### src/rtl/core/avad_pkg.sv
// Shared types, register map and constants for the adaptive voice activity detector.
// Used by adaptive_voice_activity_detector; depends on nothing.
`default_nettype none

package avad_pkg;

  // Register file layout
  localparam int unsigned CFG_NUM   = 8;
  localparam int unsigned CFG_IDX_W = 3;
  localparam int unsigned CFG_W     = 16;

  typedef enum logic [CFG_IDX_W-1:0] {
    CFG_START_AVG_FLOOR  = 3'd0,
    CFG_START_PEAK_LEVEL = 3'd1,
    CFG_STOP_AVG_FLOOR   = 3'd2,
    CFG_START_MARGIN     = 3'd3,
    CFG_STOP_MARGIN      = 3'd4,
    CFG_TAIL_MS          = 3'd5,
    CFG_MIN_SPEECH_MS    = 3'd6,
    CFG_MAX_SPEECH_MS    = 3'd7
  } cfg_idx_e;

  localparam logic [CFG_W-1:0] CFG_RESET [CFG_NUM] = '{
    16'd520, 16'd2600, 16'd260, 16'd380, 16'd170, 16'd950, 16'd320, 16'd12000
  };

  // Noise floor bounds
  localparam int unsigned FLOOR_W = 9;
  localparam logic [FLOOR_W-1:0] FLOOR_MIN = 9'd60;
  localparam logic [FLOOR_W-1:0] FLOOR_MAX = 9'd460;

  // Sequencer states
  typedef enum logic [1:0] {
    ST_IDLE   = 2'd0,
    ST_DIV    = 2'd1,
    ST_THR    = 2'd2,
    ST_DETECT = 2'd3
  } state_e;

  // Input transaction
  typedef struct packed {
    logic signed [15:0] sample;
    logic               chunk_last;
    logic [31:0]        now_ms;
    logic               gate_open;
    logic               busy_release;
  } in_t;

  // Result transaction
  typedef struct packed {
    logic [15:0]        chunk_peak;
    logic [15:0]        chunk_average;
    logic [FLOOR_W-1:0] noise_level;
    logic               speaking;
    logic               forward_chunk;
    logic               utterance_start;
    logic               utterance_end;
    logic               end_reason;
  } out_t;

  // Clamp a level into the noise floor range
  function automatic logic [FLOOR_W-1:0] clamp_floor(input logic [15:0] v);
    logic [FLOOR_W-1:0] r;
    if (v < 16'(FLOOR_MIN)) begin
      r = FLOOR_MIN;
    end else if (v > 16'(FLOOR_MAX)) begin
      r = FLOOR_MAX;
    end else begin
      r = v[FLOOR_W-1:0];
    end
    return r;
  endfunction

endpackage

`default_nettype wire

### src/rtl/core/avad_div.sv
// Bit-serial restoring divider, one quotient bit per cycle.
// Used by adaptive_voice_activity_detector; no package dependencies.
`default_nettype none

module avad_div #(
  parameter int unsigned DIVIDEND_W = 28,
  parameter int unsigned DIVISOR_W  = 13
) (
  input  wire logic                  clk_i,
  input  wire logic                  rst_ni,
  input  wire logic                  start_i,
  input  wire logic [DIVIDEND_W-1:0] dividend_i,
  input  wire logic [DIVISOR_W-1:0]  divisor_i,
  output logic                       done_o,
  output logic [DIVIDEND_W-1:0]      quot_o
);

  localparam int unsigned STEP_W = (DIVIDEND_W > 1) ? $clog2(DIVIDEND_W) : 1;

  logic                  busy_q, busy_d;
  logic                  done_q, done_d;
  logic [STEP_W-1:0]     step_q, step_d;
  logic [DIVIDEND_W-1:0] quot_q, quot_d;
  logic [DIVISOR_W-1:0]  rem_q, rem_d;
  logic [DIVISOR_W-1:0]  dvs_q, dvs_d;
  logic [DIVISOR_W:0]    trial;

  // One shift-subtract step per cycle
  always_comb begin
    busy_d = busy_q;
    done_d = 1'b0;
    step_d = step_q;
    quot_d = quot_q;
    rem_d  = rem_q;
    dvs_d  = dvs_q;
    trial  = {rem_q, quot_q[DIVIDEND_W-1]};
    if (start_i) begin
      busy_d = 1'b1;
      step_d = '0;
      quot_d = dividend_i;
      rem_d  = '0;
      dvs_d  = divisor_i;
    end else if (busy_q) begin
      if (trial >= {1'b0, dvs_q}) begin
        rem_d  = DIVISOR_W'(trial - {1'b0, dvs_q});
        quot_d = {quot_q[DIVIDEND_W-2:0], 1'b1};
      end else begin
        rem_d  = trial[DIVISOR_W-1:0];
        quot_d = {quot_q[DIVIDEND_W-2:0], 1'b0};
      end
      if (step_q == STEP_W'(DIVIDEND_W - 1)) begin
        busy_d = 1'b0;
        done_d = 1'b1;
      end else begin
        step_d = step_q + 1'b1;
      end
    end
  end

  always_ff @(posedge clk_i or negedge rst_ni) begin
    if (!rst_ni) begin
      busy_q <= 1'b0;
      done_q <= 1'b0;
      step_q <= '0;
    end else begin
      busy_q <= busy_d;
      done_q <= done_d;
      step_q <= step_d;
    end
  end

  // Datapath, no reset needed
  always_ff @(posedge clk_i) begin
    quot_q <= quot_d;
    rem_q  <= rem_d;
    dvs_q  <= dvs_d;
  end

  assign done_o = done_q;
  assign quot_o = quot_q;

endmodule

`default_nettype wire

### src/rtl/core/adaptive_voice_activity_detector.sv
// Adaptive voice activity detector: chunk level measurement and speech detection.
// Depends on avad_pkg and avad_div.
//
// Usage:
//   Input channel (in_valid_i / in_stall_o / in_data_i) carries one PCM sample per
//   transaction with chunk_last, now_ms, gate_open and busy_release. Output channel
//   (out_valid_o / out_stall_i / out_data_o) carries one result per chunk, issued
//   for the transaction that has chunk_last set; other samples give no result.
//   Configuration: cfg_we_i writes cfg_data_i into register cfg_idx_i at once;
//   write only while the block is idle.
// Sequence:
//   A sample without chunk_last is taken while the block is idle and leaves it idle. A
//   chunk end passes through acceptance, the serial divider, a step for thresholds and
//   elapsed times and a step for the decision; in_stall_o is high after acceptance
//   until the decision commits its result to the output register.
// Stalls:
//   The result sits in an output register; new samples are taken while it waits.
//   A following chunk end holds in its decision step until the register frees.
// Reset:
//   Registers return to their defaults, noise floor to NOISE_FLOOR_INIT, all
//   accumulators and detector state clear; the block is ready straight away.
`default_nettype none

module adaptive_voice_activity_detector #(
  parameter int unsigned MAX_CHUNK_SAMPLES  = 4096,
  parameter int unsigned START_HITS_NEEDED  = 2,
  parameter int unsigned SILENCE_HITS_GRACE = 4,
  parameter int unsigned REARM_DELAY_MS     = 900,
  parameter int unsigned NOISE_FLOOR_INIT   = 140
) (
  input  wire logic                          clk_i,
  input  wire logic                          rst_ni,
  input  wire logic                          cfg_we_i,
  input  wire logic [avad_pkg::CFG_IDX_W-1:0] cfg_idx_i,
  input  wire logic [avad_pkg::CFG_W-1:0]     cfg_data_i,
  input  wire logic                          in_valid_i,
  output logic                               in_stall_o,
  input  wire avad_pkg::in_t                 in_data_i,
  output logic                               out_valid_o,
  input  wire logic                          out_stall_i,
  output avad_pkg::out_t                     out_data_o
);

  localparam int unsigned CNT_W   = $clog2(MAX_CHUNK_SAMPLES + 1);
  localparam int unsigned SUM_W   = CNT_W + 15;
  localparam int unsigned SHIT_W  = $clog2(START_HITS_NEEDED + 1);
  localparam int unsigned QHIT_W  = $clog2(SILENCE_HITS_GRACE + 1);
  localparam int unsigned FLOOR_W = avad_pkg::FLOOR_W;

  // Configuration registers
  logic [avad_pkg::CFG_W-1:0] cfg_q [avad_pkg::CFG_NUM];

  always_ff @(posedge clk_i or negedge rst_ni) begin
    if (!rst_ni) begin
      for (int i = 0; i < avad_pkg::CFG_NUM; i++) begin
        cfg_q[i] <= avad_pkg::CFG_RESET[i];
      end
    end else if (cfg_we_i) begin
      cfg_q[cfg_idx_i] <= cfg_data_i;
    end
  end

  logic [15:0] start_avg_floor, start_peak_level, stop_avg_floor, start_margin;
  logic [15:0] stop_margin, tail_ms, min_speech_ms, max_speech_ms;
  assign start_avg_floor  = cfg_q[avad_pkg::CFG_START_AVG_FLOOR];
  assign start_peak_level = cfg_q[avad_pkg::CFG_START_PEAK_LEVEL];
  assign stop_avg_floor   = cfg_q[avad_pkg::CFG_STOP_AVG_FLOOR];
  assign start_margin     = cfg_q[avad_pkg::CFG_START_MARGIN];
  assign stop_margin      = cfg_q[avad_pkg::CFG_STOP_MARGIN];
  assign tail_ms          = cfg_q[avad_pkg::CFG_TAIL_MS];
  assign min_speech_ms    = cfg_q[avad_pkg::CFG_MIN_SPEECH_MS];
  assign max_speech_ms    = cfg_q[avad_pkg::CFG_MAX_SPEECH_MS];

  // State
  avad_pkg::state_e state_q, state_d;

  logic [SUM_W-1:0]   sum_q, sum_d;
  logic [CNT_W-1:0]   cnt_q, cnt_d;
  logic [15:0]        peak_q, peak_d;
  logic [FLOOR_W-1:0] floor_q, floor_d;
  logic [SHIT_W-1:0]  shits_q, shits_d;
  logic [QHIT_W-1:0]  qhits_q, qhits_d;
  logic               speech_q, speech_d;
  logic               await_q, await_d;
  logic [31:0]        rearm_q, rearm_d;
  logic [31:0]        begin_q, begin_d;
  logic [31:0]        voice_q, voice_d;

  // Latched chunk-end inputs and intermediate results
  logic [31:0]        now_q, now_d;
  logic               gate_q, gate_d;
  logic [15:0]        avg_q, avg_d;
  logic [16:0]        sthr_q, sthr_d;
  logic [16:0]        pthr_q, pthr_d;
  logic [FLOOR_W-1:0] fcand_q, fcand_d;
  logic               ok_q, ok_d;
  logic               peak_ge_q, peak_ge_d;
  logic               sp_max_q, sp_max_d;
  logic               sp_min_q, sp_min_d;
  logic               tail_q, tail_d;

  logic               out_valid_q, out_valid_d;
  avad_pkg::out_t     out_q, out_d;

  logic               in_acc;
  logic               div_start, div_done;
  logic [SUM_W-1:0]   quot;
  logic               commit;
  logic [15:0]        mag;

  assign in_acc    = in_valid_i && !in_stall_o;
  assign div_start = in_acc && in_data_i.chunk_last;
  assign commit    = (state_q == avad_pkg::ST_DETECT) && !(out_valid_q && out_stall_i);
  assign mag       = in_data_i.sample[15] ? (~in_data_i.sample + 16'd1) : in_data_i.sample;

  // Mean level: serial divider
  avad_div #(
    .DIVIDEND_W (SUM_W),
    .DIVISOR_W  (CNT_W)
  ) u_div (
    .clk_i      (clk_i),
    .rst_ni     (rst_ni),
    .start_i    (div_start),
    .dividend_i (sum_d),
    .divisor_i  (cnt_d),
    .done_o     (div_done),
    .quot_o     (quot)
  );

  // Next state
  always_comb begin
    state_d = state_q;
    unique case (state_q)
      avad_pkg::ST_IDLE:   if (div_start) state_d = avad_pkg::ST_DIV;
      avad_pkg::ST_DIV:    if (div_done) state_d = avad_pkg::ST_THR;
      avad_pkg::ST_THR:    state_d = avad_pkg::ST_DETECT;
      avad_pkg::ST_DETECT: if (commit) state_d = avad_pkg::ST_IDLE;
      default:             state_d = avad_pkg::ST_IDLE;
    endcase
  end

  assign in_stall_o = (state_q != avad_pkg::ST_IDLE);

  // Datapath and detector
  always_comb begin
    logic [16:0]        sum_start, sum_stop;
    logic [FLOOR_W-1:0] s_lvl;
    logic [12:0]        mix;
    logic [31:0]        sp_ms, sl_ms;
    logic               ge_start, ge_stop, hit, go, began, ended, by_max, lv_upd;
    logic               min_ok, max_ok, tail_ok;

    sum_d     = sum_q;
    cnt_d     = cnt_q;
    peak_d    = peak_q;
    floor_d   = floor_q;
    shits_d   = shits_q;
    qhits_d   = qhits_q;
    speech_d  = speech_q;
    await_d   = await_q;
    rearm_d   = rearm_q;
    begin_d   = begin_q;
    voice_d   = voice_q;
    now_d     = now_q;
    gate_d    = gate_q;
    avg_d     = avg_q;
    sthr_d    = sthr_q;
    pthr_d    = pthr_q;
    fcand_d   = fcand_q;
    ok_d      = ok_q;
    peak_ge_d = peak_ge_q;
    sp_max_d  = sp_max_q;
    sp_min_d  = sp_min_q;
    tail_d    = tail_q;
    out_d     = out_q;

    sum_start = {8'd0, floor_q} + {1'b0, start_margin};
    sum_stop  = {8'd0, floor_q} + {1'b0, stop_margin};
    s_lvl     = '0;
    mix       = '0;
    sp_ms     = now_q - begin_q;
    sl_ms     = now_q - voice_q;
    ge_start  = ({1'b0, avg_q} >= sthr_q);
    ge_stop   = ({1'b0, avg_q} >= pthr_q);
    hit       = 1'b0;
    go        = 1'b0;
    began     = 1'b0;
    ended     = 1'b0;
    by_max    = 1'b0;
    lv_upd    = 1'b0;
    min_ok    = 1'b0;
    max_ok    = 1'b0;
    tail_ok   = 1'b0;

    // Per-sample accumulation, release handling at acceptance
    if (in_acc) begin
      if (in_data_i.busy_release) begin
        await_d = 1'b0;
        rearm_d = in_data_i.now_ms + 32'(REARM_DELAY_MS);
        shits_d = '0;
        qhits_d = '0;
      end
      if (cnt_q < CNT_W'(MAX_CHUNK_SAMPLES)) begin
        sum_d = sum_q + SUM_W'(mag);
        cnt_d = cnt_q + 1'b1;
        if (mag > peak_q) peak_d = mag;
      end
      now_d  = in_data_i.now_ms;
      gate_d = in_data_i.gate_open;
    end

    // Mean ready: thresholds, floor candidate, elapsed-time flags
    if (state_q == avad_pkg::ST_THR) begin
      avg_d     = (cnt_q == '0) ? 16'd0 : quot[15:0];
      s_lvl     = avad_pkg::clamp_floor(avg_d);
      mix       = ({floor_q, 4'd0} - {4'd0, floor_q}) + {4'd0, s_lvl};
      fcand_d   = avad_pkg::clamp_floor({7'd0, mix[12:4]});
      sthr_d    = (sum_start > {1'b0, start_avg_floor}) ? sum_start : {1'b0, start_avg_floor};
      pthr_d    = (sum_stop > {1'b0, stop_avg_floor}) ? sum_stop : {1'b0, stop_avg_floor};
      ok_d      = gate_q && !await_q && (now_q >= rearm_q);
      peak_ge_d = (peak_q >= start_peak_level);
      sp_max_d  = (sp_ms >= {16'd0, max_speech_ms});
      sp_min_d  = (sp_ms >= {16'd0, min_speech_ms});
      tail_d    = (sl_ms >= {16'd0, tail_ms});
    end

    // Detector decision and result
    if (commit) begin
      if (ok_q) begin
        go = 1'b1;
        if (!speech_q) begin
          hit = ge_start || (peak_ge_q && ge_stop);
          if (hit) begin
            if (shits_q < SHIT_W'(START_HITS_NEEDED)) shits_d = shits_q + 1'b1;
          end else begin
            if (!ge_start) floor_d = fcand_q;
            if (shits_q != '0) shits_d = shits_q - 1'b1;
          end
          if (shits_d < SHIT_W'(START_HITS_NEEDED)) begin
            go = 1'b0;
          end else begin
            speech_d = 1'b1;
            began    = 1'b1;
            begin_d  = now_q;
            voice_d  = now_q;
            qhits_d  = '0;
          end
        end
        if (go) begin
          if (ge_stop) begin
            qhits_d = '0;
            lv_upd  = 1'b1;
          end else begin
            if (qhits_d < QHIT_W'(SILENCE_HITS_GRACE)) qhits_d = qhits_d + 1'b1;
            if (qhits_d < QHIT_W'(SILENCE_HITS_GRACE)) lv_upd = 1'b1;
          end
          if (lv_upd) voice_d = now_q;
          // A fresh start has zero elapsed speech time
          min_ok  = began ? (min_speech_ms == 16'd0) : sp_min_q;
          max_ok  = began ? (max_speech_ms == 16'd0) : sp_max_q;
          tail_ok = (began || lv_upd) ? (tail_ms == 16'd0) : tail_q;
          if ((min_ok && tail_ok) || max_ok) begin
            ended    = 1'b1;
            by_max   = max_ok;
            speech_d = 1'b0;
            shits_d  = '0;
            qhits_d  = '0;
            await_d  = 1'b1;
            rearm_d  = now_q + 32'(REARM_DELAY_MS);
          end
        end
      end
      out_d.chunk_peak      = peak_q;
      out_d.chunk_average   = avg_q;
      out_d.noise_level     = floor_d;
      out_d.speaking        = speech_d;
      out_d.forward_chunk   = go;
      out_d.utterance_start = began;
      out_d.utterance_end   = ended;
      out_d.end_reason      = by_max;
      sum_d  = '0;
      cnt_d  = '0;
      peak_d = '0;
    end
  end

  // Output register
  always_comb begin
    out_valid_d = out_valid_q;
    if (commit) begin
      out_valid_d = 1'b1;
    end else if (out_valid_q && !out_stall_i) begin
      out_valid_d = 1'b0;
    end
  end

  always_ff @(posedge clk_i or negedge rst_ni) begin
    if (!rst_ni) begin
      state_q     <= avad_pkg::ST_IDLE;
      sum_q       <= '0;
      cnt_q       <= '0;
      peak_q      <= '0;
      floor_q     <= FLOOR_W'(NOISE_FLOOR_INIT);
      shits_q     <= '0;
      qhits_q     <= '0;
      speech_q    <= 1'b0;
      await_q     <= 1'b0;
      rearm_q     <= '0;
      begin_q     <= '0;
      voice_q     <= '0;
      out_valid_q <= 1'b0;
    end else begin
      state_q     <= state_d;
      sum_q       <= sum_d;
      cnt_q       <= cnt_d;
      peak_q      <= peak_d;
      floor_q     <= floor_d;
      shits_q     <= shits_d;
      qhits_q     <= qhits_d;
      speech_q    <= speech_d;
      await_q     <= await_d;
      rearm_q     <= rearm_d;
      begin_q     <= begin_d;
      voice_q     <= voice_d;
      out_valid_q <= out_valid_d;
    end
  end

  // Payload registers, no reset needed
  always_ff @(posedge clk_i) begin
    now_q     <= now_d;
    gate_q    <= gate_d;
    avg_q     <= avg_d;
    sthr_q    <= sthr_d;
    pthr_q    <= pthr_d;
    fcand_q   <= fcand_d;
    ok_q      <= ok_d;
    peak_ge_q <= peak_ge_d;
    sp_max_q  <= sp_max_d;
    sp_min_q  <= sp_min_d;
    tail_q    <= tail_d;
    out_q     <= out_d;
  end

  assign out_valid_o = out_valid_q;
  assign out_data_o  = out_q;

  // Checks
  a_rise_from_detect: assert property (@(posedge clk_i) disable iff (!rst_ni)
    $rose(out_valid_q) |-> $past(state_q == avad_pkg::ST_DETECT))
    else $error("result issued outside the decision step");

  a_start_hits_bound: assert property (@(posedge clk_i) disable iff (!rst_ni)
    shits_q <= SHIT_W'(START_HITS_NEEDED))
    else $error("start hit count above limit");

  a_silence_hits_bound: assert property (@(posedge clk_i) disable iff (!rst_ni)
    qhits_q <= QHIT_W'(SILENCE_HITS_GRACE))
    else $error("silence hit count above limit");

  a_floor_range: assert property (@(posedge clk_i) disable iff (!rst_ni)
    (floor_q >= avad_pkg::FLOOR_MIN) && (floor_q <= avad_pkg::FLOOR_MAX))
    else $error("noise floor out of range");

  a_end_flags: assert property (@(posedge clk_i) disable iff (!rst_ni)
    out_valid_q |-> ((!out_q.end_reason || out_q.utterance_end) &&
                     (!out_q.utterance_end || out_q.forward_chunk)))
    else $error("inconsistent end flags");

  a_end_clears_speech: assert property (@(posedge clk_i) disable iff (!rst_ni)
    $rose(out_valid_q) && out_q.utterance_end |-> !speech_q && await_q)
    else $error("end did not drop speech or set release wait");

endmodule

`default_nettype wire
### config.mk
export PLATFORM = sky130hd
export DESIGN_NAME = adaptive_voice_activity_detector
export DESIGN_NICKNAME = d
export VERILOG_FILES = /design/src/rtl/core/avad_pkg.sv /design/src/rtl/core/avad_div.sv /design/src/rtl/core/adaptive_voice_activity_detector.sv
export SDC_FILE = /design/constraint.sdc
export NUM_CORES = 1
export LEC_CHECK = 0
export BUFFER_PORTS_ARGS = -buffer_cell sky130_fd_sc_hd__buf_2
export CORE_AREA = 3 3 235 237
export DETAILED_ROUTE_END_ITERATION = 12
export DIE_AREA = 0 0 238 240
export PLACE_DENSITY_LB_ADDON = 0.12
export SYNTH_ARGS = -nofsm -noshare
export SYNTH_HDL_FRONTEND = slang
export SYNTH_SLANG_ARGS = --single-unit
### constraint.sdc
create_clock -name clk_i -period 5.5 [get_ports clk_i]
set_input_delay 0 -clock clk_i [delete_from_list [all_inputs] [get_ports clk_i]]
set_output_delay 0 -clock clk_i [all_outputs]
set_load 0.01 [all_outputs]
### Word-level counts from Yosys, hierarchy flattened

Index checks and enable logic that the tools add are counted.

| storage, ports and cells | value |
|---|---|
| output and inout port bits | 48 |
| input bits | 75 |
| flip-flop bits (word level) | 504 |
| word-level logic and storage cells | 244 |

| operators by class | value |
|---|---|
| bitwise logic cells | 4 |
| $add $sub $neg | 16 |
| muxes and demuxes | 108 |
| magnitude comparators | 22 |
| reduce and logical (&&, ||, !) cells | 37 |
| equality and inequality tests | 8 |

Operators with widths:

| kind | count |
|---|---|
| $mux W32 | 10 |
| $mux W16 | 9 |
| $mux W28 | 5 |
| $bwmux W128 | 1 |
| $ge A32 B16 Y1 | 3 |
| $mux W9 | 8 |
| $add A32 B10 Y32 const B | 2 |
| $sub A32 B32 Y32 | 2 |
| $mux W13 | 4 |
| $demux W16 S3 | 1 |
| $logic_not A16 Y1 | 3 |
| $mux W3 | 16 |
| $add A9 B16 Y17 | 2 |
| $ge A16 B17 Y1 | 2 |
| $gt A17 B16 Y1 | 2 |
| $mux W1 | 34 |
| $ge A32 B32 Y1 | 1 |
| $mux W2 | 16 |
| $add A28 B16 Y28 | 1 |
| $add A16 B1 Y16 const B | 1 |
| $ge A16 B16 Y1 | 1 |
| $gt A16 B16 Y1 | 1 |
| $gt A16 B9 Y1 const B | 1 |
| $lt A16 B6 Y1 const B | 1 |
| 36 further kinds | 68 |

### Logic depth before layout (Yosys ltp)

| depth | value |
|---|---|
| depth after elaboration | 34 |
| mapped depth | 21 |
| gate-level depth less buffers | 21 |

### Modules after synthesis

A second synthesis with hierarchy kept.

| second synthesis, totals | value |
|---|---|
| cell total of the unflattened synthesis | 3,132 |
| area total of the unflattened synthesis | 31,970.7 sq um |

By module, submodules not included:

| module | area an instance (sq um) | cells each | seq. area each (sq um) | instances |
|---|---|---|---|---|
| adaptive_voice_activity_detector | 28,820.1 | 2,861 | 11,847.6 | 1 |
| avad_div | 3,150.5 | 271 | 1,666.6 | 1 |

### Worst setup path after synthesis

Ideal clock, no wire load.

| timing | value |
|---|---|
| path type | register to register |
| from | register now_q[0] |
| to | register tail_q (data pin) |
| library setup time | 272 ps |
| data arrival time | 4,657 ps |
| period minus slack after synthesis | 4,929 ps |
| cell stages (with the launch flop) | 19 |
| slack | 571 ps |
| cell sequence | edfxtp_1 > inv_1 > ha_1 > inv_1 > fa_1 > a211oi_1 > o211ai_1 > a2111oi_2 > nor2_1 > xor2_1 > ha_1 > a21o_1 > a221o_1 > or4_1 > nor4_1 > o2111ai_1 > a311oi_1 > nand4_1 > or4_1 |

| on the way | value |
|---|---|
| longest elaborated chain between the ends | 2 |

RTL lines:

| item | RTL line | source |
|---|---|---|
| start, declared | adaptive_voice_activity_detector.sv:90 | `logic [31:0] now_q, now_d;` |
| start signal, assigned | adaptive_voice_activity_detector.sv:331 | `now_q <= now_d;` |
| $sub A32 B32 Y32 | adaptive_voice_activity_detector.sv:182 | `sl_ms = now_q - voice_q;` |
| $ge A32 B16 Y1 | adaptive_voice_activity_detector.sv:224 | `tail_d = (sl_ms >= {16'd0, tail_ms});` |
| end signal, assigned | adaptive_voice_activity_detector.sv:341 | `tail_q <= tail_d;` |
| end, declared | adaptive_voice_activity_detector.sv:100 | `logic tail_q, tail_d;` |

Every way passes these cells.
A chain may end at the register's enable or synchronous reset.

### Final worst setup path

Ends and elaborated chain as after synthesis.

==> results.py <==
metrics = {
    "worst_setup_path": {
        "worst_ep_arrival_time_ns": 5.48,
        "regToRegEndpoint": "tail_q",
        "cp-endpoint": "tail_q",
        "startpoint": "now_q[0]",
        "ff2ff_path_depth": 18,
        "crit_path_max_fanout": 3,
        "path_class": "flop to flop",
        "rrSetupSlack_ns": 0.37,
        "startpoint_type": "flop",
        "rr_startpoint": "now_q[0]",
        "cp_data_required_time_ns": 5.85,
        "endpoint_kind": "flop",
    },
    "timing": {
        "post-route-period-util": 0.933,
        "max_freq_ghz": 0.195,
        "tns_ns": 0,
        "period_minus_slack_ns": 5.13,
        "relSlewSlack": 0.286,
        "rsz0062_at_grt": "no",
        "drv_slew": 0,
        "hold_violations": 0,
        "finalWorstSetupSlack_ns": 0.368,
        "fin_skew_ns": 0.0212,
        "finalSetupViolCount": 0,
        "worst_pin_slew_ns": 1.07,
    },
    "power": {
        "switching_power_w": 0.00842,
        "power.internal_w": 0.0122,
        "p_per_area_nw_per_um2": 569,
        "ir_worst_vdd_mv": 0.544,
        "seq_power_share": 0.312,
        "p_leak_nw": 16.1,
        "combPwrFrac": 0.497,
        "power.clock.fraction": 0.191,
        "sw_frac_of_total": 0.409,
        "total_power_w": 0.0206,
    },
    "cts": {
        "ctsRootBufferMaster": "clkbuf_16",
        "cts_sinks": 504,
        "clk_path_buf_depth": 3,
        "cts_inserted_buffers": 57,
        "cts_tree": "done",
        "h-tree-depth": 2,
        "worstSkewPairLatency_ns": 0.62,
        "clk_pin_slew_ns": 0.06,
    },
    "die": {
        "die_area_um2": 57100,
        "die_width_um": 238,
        "initial_core_util": 0.597,
        "rows": 85,
        "boundaryPins": 123,
        "coreArea_um2": 53500,
        "dieHeight_um": 240,
    },
    "grt": {
        "grt_max_degree": 159,
        "track_usage": 0.299,
        "overflow": 0,
        "antenna_found_initial": 3,
        "grt_pass1_vias": 25400,
        "grt_pass1_wl_um": 136000,
    },
    "synthesis": {
        "yosysSeqAreaShare": 0.423,
        "synth_top_cell_by_area": "dfrtp_1",
        "synthDistinctLibCells": 79,
        "synth_edf_count": 184,
        "synth_nets": 3599,
        "synthTopCellsByArea": "dfrtp_1 (21%), edfxtp_1 (17%), ha_1 (12%), mux2_2 (6.0%), inv_1 (3.9%)",
        "syn_inst": 3203,
        "synth.top_cells.by_count": "inv_1 (329), ha_1 (310), dfrtp_1 (270)",
        "ys_warn_count": 0,
        "synthFlopType": "dfrtp_1",
        "synth.cell_area_um2": 31900,
        "async_reset_ff_frac": 0.609,
        "yosysMostFrequentCell": "inv_1",
        "synth_seq_cells": 504,
        "synth_top_area_frac": 0.212,
        "syn_area_per_cell_um2": 9.97,
    },
    "routing": {
        "drt_pass1_iterations": 5,
        "drt-initial-drc-count": 2117,
        "postRouteAntennaNets": 0,
        "routedWlPerCell_um": 20.6,
        "drc": 0,
        "num_vias": 25400,
        "routed_wl_um": 85900,
        "via_per_inst": 6.07,
    },
    "final_layout": {
        "area_delta_synth_final_pct": 13.4,
        "drive_gt1_frac": 0.145,
        "final_nets": 3827,
    },
    "placement": {
        "numPortBuffers": 122,
        "place.gp.congestion": 0.919,
        "dpl.hpwl_um": 62500,
        "dpl_worst_slack_ns": 0.215,
    },
    "min_path": {
        "hold_path.class": "input pin to flop",
    },
    "run": {
        "cap_violations": 0,
    },
    "status": {
        "status": "completed",
    },
}
[power groups by stage]
stage                     Combinational [W]  Sequential [W]  Clock (W)
after floorplan                     0.00755         0.00610          0
after global placement              0.00962         0.00640          0
after detailed placement             0.0100         0.00644          0
after CTS                            0.0102         0.00639    0.00401
after global routing                 0.0115         0.00653    0.00415
final                                0.0102         0.00643    0.00394
[cells by family after synthesis]
kind of cell,after synthesis,synth area share
simple gates,858,0.132
compound gates,704,0.138
flops,504,0.423
buf+inv,405,0.0491
fa+ha+maj,321,0.128
mux,230,0.0796
xor+xnor,181,0.0496
[how the worst min path moves through the flow]
stage | start | to | cells after the start
after global routing | cfg_idx_i[0] | start_peak_level[5] | 6
after floorplan | rst_ni | await_q | 0
after CTS | cfg_idx_i[2] | start_avg_floor[9] | 5
after detailed placement | rst_ni | start_avg_floor[12] | 1
final | in_data_i[36] | peak_q[1] | 5
after global placement | rst_ni | start_margin[14] | 1
[per-layer routing]
metal | GRT usage | up-vias | share of wire
li1 | - | 12000 | -
met1 | 0.414 | 12500 | 0.44
met2 | 0.487 | 764 | 0.46
met3 | 0.0497 | 169 | 0.064
met4 | 0.0935 | 6 | 0.029
met5 | 0.00926 | - | 0.0012
[what timing repair did]
item | in CTS | in global routing
endpoints found under the hold margin | 294 | 0
setup endpoints to repair | 0 | 5
hold buffers | 74 | 0
buffers inserted | 0 | 0
gates resized for setup | 0 | 1
[layout by cell type, fill, tap and decap left out, types with 11 or more instances in the layout]
cell and instances:
nor4_1 31, o21bai_1 19, nand4_1 67, a21oi_1 201, edfxtp_1 184, o31ai_1 35
mux2i_1 57, nor2_1 188, a211oi_1 35, xor2_1 88, o211ai_1 21, mux2_2 171
nor2b_1 28, nor3_1 47, o21ai_0 205, nand2_1 260, fa_1 11, ha_1 309
inv_1 329, or2_2 11, buf_2 121, a2111oi_0 12, nand3_1 59, dfstp_2 37
dlygate4sd3_1 74, clkinv_2 13, and2_1 23, dfrtp_1 270, and3_1 28, or3_1 24
dfxtp_1 13, a31oi_1 13, nand2b_1 37, clkbuf_16 58, xnor2_1 93, a21o_1 55
or4_1 13, o21a_1 29, buf_4 47
[through the flow]
stage | cells | hold WS (ns) | util | area (um^2)
after global routing | 4174 | 0.0774 | 0.677 | 36200
after floorplan | 3203 | -0.296 | - | 31900
after CTS | 4174 | 0.0158 | 0.677 | 36200
after detailed placement | 3994 | 0.0328 | 0.627 | 33500
after global placement | 3994 | 0.0240 | 0.627 | 33500
final | 4175 | 0.0512 | 0.677 | 36200
[layout make-up]
class / instances / area, um^2
fillers: 4078 / 17300
repair buffers: 245 / 1750
clock buffers: 74 / 1570
inverters: 329 / 1230
clock inverters: 32 / 363
multi-input cells: 2294 / 16900
diodes: 1 / 2.50
flip-flops and latches: 504 / 13500
well taps: 696 / 871
[flip-flops by register name, indices dropped and copies added, names as in the netlist, 16 cells and up]
| register | cells |
|---|---|
| voice_q | 32 |
| rearm_q | 32 |
| pthr_q | 17 |
| start_margin | 16 |
| sthr_q | 17 |
| avg_q | 16 |
| now_q | 32 |
| u_div.quot_o | 28 |
| start_peak_level | 16 |
| stop_avg_floor | 16 |
| tail_ms | 16 |
| sum_q | 28 |
| start_avg_floor | 16 |
| out_data_o | 46 |
| begin_q | 32 |
| max_speech_ms | 16 |
| min_speech_ms | 16 |
| peak_q | 16 |
| stop_margin | 16 |
[critical path: stages (launching register included)]
cell and delay (ns):
edfxtp_1 0.40, inv_1 0.10, ha_1 0.16, inv_1 0.05, fa_1 0.41, a211oi_1 0.30, o211ai_1 0.20, a2111oi_2 0.41
nor2_1 0.09, xor2_1 0.16, ha_1 0.30, a21o_1 0.19, a221o_1 0.33, or4_1 0.49, nor4_1 0.25, o2111ai_1 0.15
a311oi_1 0.22, nand4_1 0.12, or4_1 0.52
No activity file was read; power rests on OpenSTA's default activity.
